## src/rtl/gcd_lcm_unit_core_defines.svh

```systemverilog
// Assertion macros shared by the gcd/lcm unit RTL.
// Expects clk and rst_n in the scope where they are used.
`ifndef GCD_LCM_UNIT_CORE_DEFINES_SVH
`define GCD_LCM_UNIT_CORE_DEFINES_SVH

// Consequent must hold in the same cycle as the antecedent.
`define GLU_ASSERT_SAME(label, ante, cons, msg) \
    label: assert property (@(posedge clk) disable iff (!rst_n) (ante) |-> (cons)) \
        else $error(msg);

// Consequent must hold in the cycle after the antecedent.
`define GLU_ASSERT_NEXT(label, ante, cons, msg) \
    label: assert property (@(posedge clk) disable iff (!rst_n) (ante) |=> (cons)) \
        else $error(msg);

`endif

```

## src/rtl/glu_pkg.sv

```systemverilog
// Shared types for the gcd/lcm unit: controller states and the
// command/status bundles between controller and datapath.
package glu_pkg;

    typedef enum logic [2:0] {
        ST_IDLE,
        ST_GCD,
        ST_DIV,
        ST_MUL,
        ST_FINISH
    } state_t;

    typedef struct packed {
        logic load;
        logic gcd_run;
        logic gcd_latch;
        logic div_start;
        logic div_run;
        logic mul_start;
        logic mul_run;
        logic out_load;
    } cmd_t;

    typedef struct packed {
        logic gcd_done;
        logic cnt_zero;
        logic is_lcm;
        logic has_zero;
    } status_t;

    localparam logic OP_GCD = 1'b0;
    localparam logic OP_LCM = 1'b1;

endpackage

```

## src/rtl/glu_datapath.sv

```systemverilog
// Datapath of the gcd/lcm unit: binary gcd, restoring divider,
// shift-add multiplier and result register. Depends on glu_pkg.
module glu_datapath
    import glu_pkg::*;
#(
    parameter int DATA_WIDTH = 32
)
(
    input  logic                  clk,
    input  cmd_t                  cmd,
    output status_t               status,
    input  logic                  opcode,
    input  logic [DATA_WIDTH-1:0] operand_a,
    input  logic [DATA_WIDTH-1:0] operand_b,
    output logic [DATA_WIDTH-1:0] result_value,
    output logic                  overflow
);

    localparam int KW = $clog2(DATA_WIDTH);
    localparam int CW = $clog2(DATA_WIDTH + 1);
    localparam logic [CW-1:0] CNT_INIT = CW'(DATA_WIDTH);

    logic                  op_reg;
    logic                  zero_reg;
    logic [DATA_WIDTH-1:0] a_reg, b_reg;
    logic [DATA_WIDTH-1:0] x_reg, y_reg;
    logic [KW-1:0]         k_reg;
    logic [DATA_WIDTH-1:0] g_reg;
    logic [DATA_WIDTH-1:0] rem_reg, quo_reg;
    logic [DATA_WIDTH-1:0] acc_reg;
    logic                  ovf_reg;
    logic [CW-1:0]         cnt_reg;
    logic [DATA_WIDTH-1:0] res_reg;
    logic                  res_ovf_reg;

    logic [DATA_WIDTH-1:0] gcd_val;
    logic [DATA_WIDTH:0]   rem_shift, rem_diff;
    logic                  rem_ge;
    logic [DATA_WIDTH+1:0] mul_addend, mul_sum;

    // Once one side hits zero the other side holds the gcd without the common factors of two counted in k_reg.
    assign gcd_val = (x_reg | y_reg) << k_reg;

    assign rem_shift = {rem_reg, quo_reg[DATA_WIDTH-1]};
    assign rem_ge    = rem_shift >= {1'b0, g_reg};
    assign rem_diff  = rem_shift - {1'b0, g_reg};

    // Quotient bits are consumed MSB first; the running value never shrinks,
    // so a sticky flag on the top bits is the exact overflow.
    assign mul_addend = quo_reg[DATA_WIDTH-1] ? {2'b00, b_reg} : '0;
    assign mul_sum    = {1'b0, acc_reg, 1'b0} + mul_addend;

    always_ff @(posedge clk)
    begin
        if (cmd.load)
        begin
            op_reg   <= opcode;
            zero_reg <= (operand_a == '0) || (operand_b == '0);
            a_reg    <= operand_a;
            b_reg    <= operand_b;
            x_reg    <= operand_a;
            y_reg    <= operand_b;
            k_reg    <= '0;
            acc_reg  <= '0;
            ovf_reg  <= 1'b0;
        end
        else if (cmd.gcd_run)
        begin
            if (!x_reg[0] && !y_reg[0])
            begin
                x_reg <= x_reg >> 1;
                y_reg <= y_reg >> 1;
                k_reg <= k_reg + KW'(1);
            end
            else if (!x_reg[0])
            begin
                x_reg <= x_reg >> 1;
            end
            else if (!y_reg[0])
            begin
                y_reg <= y_reg >> 1;
            end
            else if (x_reg >= y_reg)
            begin
                x_reg <= x_reg - y_reg;
            end
            else
            begin
                y_reg <= y_reg - x_reg;
            end
        end

        if (cmd.gcd_latch)
        begin
            g_reg <= gcd_val;
        end

        if (cmd.div_start)
        begin
            rem_reg <= '0;
            quo_reg <= a_reg;
            cnt_reg <= CNT_INIT;
        end
        else if (cmd.div_run)
        begin
            rem_reg <= rem_ge ? rem_diff[DATA_WIDTH-1:0] : rem_shift[DATA_WIDTH-1:0];
            quo_reg <= {quo_reg[DATA_WIDTH-2:0], rem_ge};
            cnt_reg <= cnt_reg - CW'(1);
        end
        else if (cmd.mul_start)
        begin
            acc_reg <= '0;
            ovf_reg <= 1'b0;
            cnt_reg <= CNT_INIT;
        end
        else if (cmd.mul_run)
        begin
            acc_reg <= mul_sum[DATA_WIDTH-1:0];
            ovf_reg <= ovf_reg || (mul_sum[DATA_WIDTH+1:DATA_WIDTH] != 2'b00);
            quo_reg <= quo_reg << 1;
            cnt_reg <= cnt_reg - CW'(1);
        end

        if (cmd.out_load)
        begin
            res_reg     <= (op_reg == OP_LCM) ? acc_reg : g_reg;
            res_ovf_reg <= (op_reg == OP_LCM) && ovf_reg;
        end
    end

    always_comb
    begin
        status.gcd_done = (x_reg == '0) || (y_reg == '0);
        status.cnt_zero = (cnt_reg == '0);
        status.is_lcm   = (op_reg == OP_LCM);
        status.has_zero = zero_reg;
    end

    assign result_value = res_reg;
    assign overflow     = res_ovf_reg;

endmodule

```

## src/rtl/glu_ctrl.sv

```systemverilog
// Controller of the gcd/lcm unit: sequences gcd, divide and multiply
// phases and owns the handshake flags. Depends on glu_pkg.
module glu_ctrl
    import glu_pkg::*;
(
    input  logic    clk,
    input  logic    rst_n,
    input  logic    in_valid,
    output logic    in_ready,
    output logic    out_valid,
    input  logic    out_ready,
    input  status_t status,
    output cmd_t    cmd
);

    state_t state_reg, state_next;
    logic   out_valid_reg, out_valid_next;
    logic   out_free;

    assign out_free = !out_valid_reg || out_ready;

    always_comb
    begin
        state_next = state_reg;
        case (state_reg)
            ST_IDLE:
            begin
                if (in_valid)
                    state_next = ST_GCD;
            end
            ST_GCD:
            begin
                if (status.gcd_done)
                    state_next = (status.is_lcm && !status.has_zero) ? ST_DIV : ST_FINISH;
            end
            ST_DIV:
            begin
                if (status.cnt_zero)
                    state_next = ST_MUL;
            end
            ST_MUL:
            begin
                if (status.cnt_zero)
                    state_next = ST_FINISH;
            end
            ST_FINISH:
            begin
                if (out_free)
                    state_next = ST_IDLE;
            end
            default:
            begin
                state_next = ST_IDLE;
            end
        endcase
    end

    always_comb
    begin
        cmd      = '0;
        in_ready = 1'b0;
        case (state_reg)
            ST_IDLE:
            begin
                in_ready = 1'b1;
                cmd.load = in_valid;
            end
            ST_GCD:
            begin
                cmd.gcd_run   = !status.gcd_done;
                cmd.gcd_latch = status.gcd_done;
                cmd.div_start = status.gcd_done && status.is_lcm && !status.has_zero;
            end
            ST_DIV:
            begin
                cmd.div_run   = !status.cnt_zero;
                cmd.mul_start = status.cnt_zero;
            end
            ST_MUL:
            begin
                cmd.mul_run = !status.cnt_zero;
            end
            ST_FINISH:
            begin
                cmd.out_load = out_free;
            end
            default:
            begin
                cmd = '0;
            end
        endcase
    end

    always_comb
    begin
        if (cmd.out_load)
            out_valid_next = 1'b1;
        else if (out_ready)
            out_valid_next = 1'b0;
        else
            out_valid_next = out_valid_reg;
    end

    always_ff @(posedge clk or negedge rst_n)
    begin
        if (!rst_n)
        begin
            state_reg     <= ST_IDLE;
            out_valid_reg <= 1'b0;
        end
        else
        begin
            state_reg     <= state_next;
            out_valid_reg <= out_valid_next;
        end
    end

    assign out_valid = out_valid_reg;

endmodule

```

## src/rtl/gcd_lcm_unit_core.sv

```systemverilog
// gcd/lcm unit top level: glu_ctrl plus glu_datapath; uses glu_pkg and the defines header.
// Sequence: gcd runs the binary-gcd loop; lcm with both operands nonzero then adds the
// bit-serial divider (a / gcd) and the shift-add multiplier (quotient * b).
// Throughput: one item at a time, set by the one-step-per-cycle gcd and shift loops.
// The next item is taken while a finished result waits in the output register.
// Reset (async, active low) clears the controller and output valid; no data state.
`include "gcd_lcm_unit_core_defines.svh"

module gcd_lcm_unit_core
    import glu_pkg::*;
#(
    parameter int DATA_WIDTH = 32
)
(
    input  logic                  clk,
    input  logic                  rst_n,
    input  logic                  in_valid,
    output logic                  in_ready,
    input  logic                  opcode,
    input  logic [DATA_WIDTH-1:0] operand_a,
    input  logic [DATA_WIDTH-1:0] operand_b,
    output logic                  out_valid,
    input  logic                  out_ready,
    output logic [DATA_WIDTH-1:0] result_value,
    output logic                  overflow
);

    cmd_t       cmd;
    status_t    status;
    logic [3:0] dp_ops;

    glu_ctrl u_ctrl (
        .clk       (clk),
        .rst_n     (rst_n),
        .in_valid  (in_valid),
        .in_ready  (in_ready),
        .out_valid (out_valid),
        .out_ready (out_ready),
        .status    (status),
        .cmd       (cmd)
    );

    glu_datapath #(
        .DATA_WIDTH (DATA_WIDTH)
    ) u_datapath (
        .clk          (clk),
        .cmd          (cmd),
        .status       (status),
        .opcode       (opcode),
        .operand_a    (operand_a),
        .operand_b    (operand_b),
        .result_value (result_value),
        .overflow     (overflow)
    );

    assign dp_ops = {cmd.load, cmd.gcd_run, cmd.div_run, cmd.mul_run};

    // One datapath operation per cycle at most.
    `GLU_ASSERT_SAME(a_cmd_exclusive, 1'b1, $onehot0(dp_ops), "datapath commands overlap")

    // An accepted beat makes the unit busy.
    `GLU_ASSERT_NEXT(a_busy_after_accept, in_valid && in_ready, !in_ready, "ready after accept")

    // A loaded result is presented on the next cycle.
    `GLU_ASSERT_NEXT(a_result_shown, cmd.out_load, out_valid, "loaded result not presented")

    // Output register is only written when free or being drained.
    `GLU_ASSERT_SAME(a_no_overwrite, cmd.out_load, !out_valid || out_ready, "result overwritten")

endmodule

```

## config.mk

```make
export PLATFORM = sky130hd
export DESIGN_NAME = gcd_lcm_unit_core
export DESIGN_NICKNAME = d
export VERILOG_FILES = /design/src/rtl/glu_pkg.sv /design/src/rtl/glu_datapath.sv /design/src/rtl/glu_ctrl.sv /design/src/rtl/gcd_lcm_unit_core.sv
export VERILOG_INCLUDE_DIRS = /design/src /design/src/rtl
export SDC_FILE = /design/constraint.sdc
export NUM_CORES = 1
export LEC_CHECK = 0
export ABC_CLOCK_PERIOD_IN_PS = 15100
export BUFFER_PORTS_ARGS = -buffer_cell sky130_fd_sc_hd__buf_2
export CORE_UTILIZATION = 61
export CTS_BUF_LIST = sky130_fd_sc_hd__clkbuf_16
export CTS_CLUSTER_DIAMETER = 60
export DETAILED_ROUTE_END_ITERATION = 7
export PLACE_DENSITY = 0.84
export SYNTH_ARGS = -nofsm -noshare
export SYNTH_HDL_FRONTEND = slang
export SYNTH_SLANG_ARGS = --single-unit
export TNS_END_PERCENT = 5
```

## constraint.sdc

```tcl
create_clock -name clk -period 15.1 [get_ports clk]
set_input_delay 0.755 -clock clk [delete_from_list [all_inputs] [get_ports clk]]
set_output_delay 0.755 -clock clk [all_outputs]
set_load 0.02 [all_outputs]
```

==> results of run 1 <==
power by group through the flow:
stage / clock (mW) / combinational, mW / sequential (mW)
2_1_floorplan: 0 / 2.16 / 1.36
3_3_place_gp: 0 / 2.84 / 1.40
3_5_place_dp: 0 / 2.85 / 1.41
4_1_cts: 0.846 / 2.87 / 1.39
5_1_grt: 0.870 / 3.18 / 1.41
6_report: 0.836 / 2.94 / 1.40
kinds of logic (layout without fill, tap and decap cells):
| group | count (synthesis) | count (layout) | synth area share (%) |
|---|---|---|---|
| AND/OR/NAND/NOR | 704 | 704 | 15.8 |
| XOR/XNOR | 117 | 117 | 4.73 |
| multiplexers | 118 | 118 | 7.23 |
| flip-flops | 307 | 307 | 39.0 |
| buffers and inverters | 274 | 353 | 5.35 |
| adder cells (fa/ha/maj) | 165 | 165 | 9.67 |
| AO/OA/AOI/OAI | 606 | 606 | 18.2 |
metrics by stage:
step | hold WS (ns) | cells | cell area [um2]
floorplan | 0.439 | 2291 | 21700
CTS | 0.351 | 2825 | 23500
global placement | 0.452 | 2759 | 22400
global route | 0.363 | 2825 | 23500
detailed placement | 0.468 | 2759 | 22400
finish | 0.369 | 2825 | 23500
routing by layer:
layer	vias to the layer above	wire length [um]
met5	-	9
met3	199	4530
li1	8500	-
met4	2	3660
met2	907	29900
met1	8662	25300
synthesized netlist by cell type, types with 13 or more instances:
master / number
dfxtp_1: 76
nand3_1: 50
o31ai_1: 16
o211ai_1: 15
and3_1: 14
a21oi_1: 186
o21ai_1: 13
o21bai_1: 22
xnor2_1: 82
nor3_1: 49
nand4_1: 22
a21o_1: 23
mux2i_1: 47
mux4_2: 26
nand2_1: 172
buf_2: 21
o21a_1: 13
nand2b_1: 21
a221oi_2: 20
inv_1: 162
xor2_1: 35
mux2_2: 44
o21ai_0: 157
a221oi_1: 16
nor4_1: 51
and2_1: 43
nor2_1: 193
clkbuf_1: 64
edfxtp_1: 227
ha_1: 161
nor2b_1: 32
a211oi_1: 23
nor2_2: 20
worst max-delay path by stage:
stage | cells after the start | to | slack, ns
2_1_floorplan | 12 | u_datapath.y_reg[10] | 10.03
3_3_place_gp | 11 | u_datapath.x_reg[26] | 11.07
3_5_place_dp | 11 | u_datapath.x_reg[30] | 11.00
4_1_cts | 11 | u_datapath.x_reg[30] | 10.97
5_1_grt | 11 | u_datapath.x_reg[30] | 10.66
6_report | 11 | u_datapath.x_reg[30] | 10.81
area by class of cell:
cell class | instances | area (um2)
timing repair buffer | 123 | 668
multi-input combinational | 1710 | 12100
sequential | 307 | 8440
tap | 455 | 569
fill | 2785 | 11200
inverter | 165 | 624
clock inverter | 29 | 224
clock buffer | 36 | 901
critical path: cells and delay by family (launching register included):
| family | cells | cell delay (ns) |
|---|---|---|
| AO/OA/AOI/OAI | 3 | 0.68 |
| adder cells (fa/ha/maj) | 1 | 0.39 |
| buffers and inverters | 1 | 0.11 |
| flip-flops | 1 | 0.49 |
| AND/OR/NAND/NOR | 6 | 2.45 |
==> results_dict.tcl, run 1 <==
set metrics [dict create \
    arrival_ns 4.70 \
    clock_sinks 307 \
    period_share_pct 28.4 \
    p_comb_share_pct 56.8 \
    p_leak_nw 9.13 \
    total_power_mw 5.18 \
    holdBufCountCts 1 \
    rows 68 \
    layout-drive-gt1-share_pct 13.6 \
    synthDistinctLibCells 93 \
    track_usage_pct 35.0 \
    crit_path_max_fanout 25 \
    reg2regPathDepth 11 \
    grt_max_degree 77 \
    endpoint_kind "flop" \
    crit_chain "inv_1, ha_1, or2_1, or3_1, nor3_1, o31ai_1, a31oi_1, or2_1, and3_4, nand2_2, o21ai_1" \
    min_path_cells 1 \
    nNetsFinal 2577 \
    hold_viol_final 0 \
    synth_nets 2525 \
    rr_startpoint "u_datapath.y_reg[7]" \
    final_common_cell "edfxtp_1" \
    synthesis.area_per_instance_um2 9.45 \
    fin_crit_ns 4.29 \
    cp_common_cell "or2_1" \
    cap_violations 0 \
    grt_pass1_wl_um 97100 \
    drv_slew 0 \
    worstSkewPairLatency_ns 0.56 \
    yosys-top-cells-area "edfxtp_1, ha_1, dfxtp_1, a21oi_1, o21ai_0" \
    grt_use_met1_pct 43.7 \
    synth_cells 2291 \
    fin_util_pct 67.7 \
    io_pins 104 \
    area_growth_pct 8.54 \
    switchingPower_mw 2.43 \
    r2r-end "u_datapath.x_reg[30]" \
    core-area_mm2 0.0347 \
    hp-start "opcode" \
    ant_nets 0 \
    syn_area_mm2 0.0217 \
    cts_tree "built" \
    crit_required_ns 15.51 \
    drc 0 \
    grt_remaining_overflow 0 \
    critPathLaunchType "flop" \
    ys_async_sr_fraction_pct 1.30 \
    grt_pass1_vias 17300 \
    netlist.area_leader.share_pct 31.5 \
    gp_congestion 1.02 \
    vias 18300 \
    layout_common_cells "edfxtp_1, nor2_1, a21oi_1" \
    synth-edff-count 227 \
    dp_slack_ns 11.00 \
    max-slew-margin-rel_pct 28.5 \
    hpwlAfterDp_um 48600 \
    gr-max-usage-layer "met2" \
    post_cts_resize_count 0 \
    worst_slew_pin_slew_ns 1.07 \
    whs_endpoint "u_datapath.op_reg" \
    yosysWarnings 0 \
    cts_root_buf "clkbuf_16" \
    fp.dieH_um 190 \
    grtUsageMet3_pct 4.78 \
    postCtsSetupBuffers 0 \
    crit_slowest_cell "or2_1" \
    firstDrtPassIters 5 \
    rsz0062_at_grt "no" \
    vdd_drop_max_mv 0.151 \
    clk_path_buf_depth 3 \
    holdCritPathClass "in -> reg" \
    die_w_um 190 \
    p_per_area_mw_per_mm2 220 \
    routed_wl_um 63400 \
    r2r_setup_slack_ns 10.81 \
    setup_viol 0 \
    synth_top_flop_cell "edfxtp_1" \
    wire_per_inst_um 22.4 \
    io_buffers 103 \
    antenna_cells 0 \
    critPathMaxStageDelay_ns 0.63 \
    critPathKind "reg -> reg" \
    setup_slack_ns 10.81 \
    die-area_mm2 0.0363 \
    htreeDepth 2 \
    ys_ff_latch 307 \
    clkTransAtPathRegs_ns 0.06 \
    status "complete, no violations" \
    intPower_mw 2.75 \
    use_met2_pct 58.4 \
    yosysSeqAreaShare_pct 39.0 \
    drtIter0Drc 1890 \
    startpoint "u_datapath.y_reg[7]" \
    clkPwrFrac_pct 16.1 \
    start_util_pct 62.4 \
    viasPerCell 6.47 \
    fin_worst_skew_ns 0.0121 \
    pwr-share-seq_pct 27.0 \
    p_sw_share_pct 46.9 \
    antenna_found_initial 1 \
    tns_ns 0 \
    yosys.area.top_type "edfxtp_1" \
    fmax_mhz 233 \
    cts_buffers 36 \
]
Note: power is estimated with default switching activity, not from simulation.
==> run 2: changes to the inputs <==
--- a/config.mk
+++ b/config.mk
@@ -6,9 +6,10 @@
 export SDC_FILE = /design/constraint.sdc
 export NUM_CORES = 1
 export LEC_CHECK = 0
-export ABC_CLOCK_PERIOD_IN_PS = 15100
+export ABC_AREA = 1
+export ABC_CLOCK_PERIOD_IN_PS = 3600
 export BUFFER_PORTS_ARGS = -buffer_cell sky130_fd_sc_hd__buf_2
-export CORE_UTILIZATION = 61
+export CORE_UTILIZATION = 58
 export CTS_BUF_LIST = sky130_fd_sc_hd__clkbuf_16
 export CTS_CLUSTER_DIAMETER = 60
 export DETAILED_ROUTE_END_ITERATION = 7
==> constraint.sdc (replaced) <==
create_clock -name clk -period 3.6 [get_ports clk]
set_input_delay 0.18 -clock clk [delete_from_list [all_inputs] [get_ports clk]]
set_output_delay 0.18 -clock clk [all_outputs]
set_load 0.02 [all_outputs]
==> run 2 against run 1 <==
Synthesized cell count increased by 55%. Worst hold slack got worse by 0.048 ns. Critical endpoint is now u_datapath.y_reg[7]. Power increased to 4.4 times the previous value. Wire length increased by 33%. Sequential power increased to 3.9 times the previous value. First-iteration DRC count increased by 59%. Non-clock buffer count increased by 75.
==> results_dict.tcl, run 2 <==
set metrics [dict create \
    fmax_mhz 307 \
    fin_crit_ns 3.26 \
    vias 24700 \
    drv_slew 0 \
    synth_top_flop_cell "edfxtp_1" \
    ys_top_cells_by_count "nand2_1, inv_1, nor2_1, o21ai_0, edfxtp_1" \
    postCtsSetupBuffers 0 \
    clock_sinks 307 \
    io_pins 104 \
    htreeDepth 2 \
    final_common_cell "nand2_1" \
    status "complete, no violations" \
    cts_tree "built" \
    cts_root_buf "clkbuf_16" \
    clk_path_buf_depth 3 \
    holdWs_ns 0.320 \
    yosysSeqAreaShare_pct 34.9 \
    start_util_pct 59.0 \
    syn_area_mm2 0.0241 \
    synthDistinctLibCells 50 \
    arrival_ns 3.43 \
    endpoint_kind "flop" \
    viasPerCell 5.83 \
    regArea_mm2 0.00844 \
    yosysWarnings 0 \
    nNetsFinal 3912 \
    grt_max_degree 76 \
    die_w_um 206 \
    drtIter0Drc 2997 \
    synthesis.area_per_instance_um2 6.81 \
    grt_pass1_vias 23000 \
    ys_ff_latch 307 \
    setup.worst_path.end "u_datapath.y_reg[7]" \
    p_leak_nw 13.3 \
    io_buffers 103 \
    core-area_mm2 0.0409 \
    synth_cells 3545 \
    grt_use_met1_pct 48.1 \
    critPathLaunchType "flop" \
    dp_slack_ns 0.455 \
    startpoint "u_datapath.x_reg[0]" \
    hp-start "in_valid" \
    yosys-top-cells-area "edfxtp_1, nand2_1, inv_1, ha_1, dfxtp_1" \
    grt_pass1_wl_um 127000 \
    vdd_drop_max_mv 0.567 \
    grt_remaining_overflow 0 \
    drc 0 \
    cts_buffers 34 \
    ys_async_sr_fraction_pct 1.30 \
    fill_cells 3560 \
    period_share_pct 90.6 \
    ant_nets 0 \
    crit_required_ns 3.77 \
    synthMostInstantiatedCell "nand2_1" \
    reg2regPathDepth 15 \
    critPathKind "reg -> reg" \
    fp.dieH_um 206 \
    worst_slew_pin_slew_ns 1.06 \
    synth_nets 3779 \
    antenna_found_initial 1 \
    rr_startpoint "u_datapath.x_reg[0]" \
    fin_worst_skew_ns 0.0314 \
    layout_common_cells "nand2_1, inv_1, nor2_1" \
    grtUsageMet3_pct 8.39 \
    worstSkewPairLatency_ns 0.55 \
    clkTransAtPathRegs_ns 0.06 \
    routed_wl_um 84600 \
    layout-drive-gt1-share_pct 6.94 \
    holdCritPathClass "in -> reg" \
    synth-edff-count 227 \
    multiInputGateArea_mm2 0.0131 \
    rsz0062_at_grt "no" \
    setup_slack_ns 0.338 \
    yosys.area.top_type "edfxtp_1" \
    setup_viol 0 \
    max-slew-margin-rel_pct 28.9 \
    gp_congestion 1.05 \
    gr-max-usage-layer "met2" \
    wire_per_inst_um 20.0 \
    rows 74 \
    tns_ns 0 \
    die-area_mm2 0.0425 \
    use_met2_pct 63.2 \
    crit_path_max_fanout 31 \
    hold_viol_final 0 \
    track_usage_pct 39.4 \
    r2r_setup_slack_ns 0.34 \
    p_per_area_mw_per_mm2 855 \
    r2r-end "u_datapath.y_reg[7]" \
    area_growth_pct 11.1 \
    netlist.area_leader.share_pct 28.2 \
    hpwlAfterDp_um 63300 \
    cap_violations 0 \
    firstDrtPassIters 8 \
]
-- run 2: cell types whose count changed after synthesis, sizes merged, moves of 36 or more --
cell,previous run,this run
inv,165,583
mux2,45,0
xnor2,82,21
o21ai,172,279
a221oi,36,0
nand2,174,1104
nor2,213,350
nand3,50,210
and2,44,4
mux2i,47,9
-- run 2: final cells by class --
cell class              count  area share, %
clock inverters            28          0.653
well taps                 532           2.48
inverters                 583           8.17
flip-flops and latches    307           31.4
multi-input cells        2554           48.7
repair buffers            198           5.35
diodes                      2         0.0186
clock buffers              34           3.17
-- run 2: repair_timing --
item,CTS,global route
hold endpoints to repair,70,0
hold buffers,68,0
gates resized for setup,0,0
setup endpoints to repair,0,0
-- run 2: where the power goes --
part | internal, mW | total [mW] | switching (mW)
Sequential | 5.04 | 5.43 | 0.389
Combinational | 4.05 | 14.2 | 10.1
Clock | 1.76 | 3.32 | 1.56
-- run 2: worst max-delay path, stage by stage (launching register included) --
cell      delay [ns]
edfxtp_1        0.44
inv_1           0.22
ha_1            0.19
inv_1           0.10
fa_1            0.51
nand2_1         0.11
nand3_2         0.09
nand2_1         0.09
nand2_2         0.08
nand2_2         0.09
nand3_2         0.09
nand2_4         0.10
nand2_1         0.10
nand3_1         0.10
and2_1          0.14
buf_4           0.40
-- run 2: how the worst min path moves through the flow --
stage,endpoint,slack (ns),depth (start not counted)
final,u_ctrl.state_reg[0],0.32,3
after global routing,u_ctrl.state_reg[0],0.30,3
after CTS,u_ctrl.state_reg[0],0.18,3
after detailed placement,u_ctrl.out_valid,-0.01,1
after global placement,u_ctrl.out_valid,-0.008,1
after floorplan,u_ctrl.out_valid,-0.12,0
-- run 2: cell families (layout without fill, tap and decap cells) --
| logic type | Yosys count | count (layout) | synth area share, % |
|---|---|---|---|
| DFF | 307 | 307 | 34.9 |
| other | 0 | 2 | 0 |
| AOI/OAI and AO/OA | 514 | 514 | 11.5 |
| buffers and inverters | 684 | 843 | 11.0 |
| muxes | 9 | 9 | 0.373 |
| and+or+nand+nor | 1804 | 1804 | 31.2 |
| xor gates and xnor gates | 62 | 62 | 2.25 |
| adders and majority gates | 165 | 165 | 8.67 |
-- run 2: through the flow --
stage,instances,power (mW),utilization [%],cell area [um2]
2_1_floorplan,3545,14.7,-,24200
3_3_place_gp,4106,18.7,61.4,25100
3_5_place_dp,4106,18.9,61.4,25100
4_1_cts,4236,22.2,65.6,26800
5_1_grt,4237,24.3,65.6,26800
6_report,4238,22.9,65.6,26800
-- run 2: layer usage --
metal	wire length (um)	vias to the layer above
met5	0	-
met4	6140	0
met3	9380	374
met2	37800	1582
met1	31200	11100
li1	-	11600
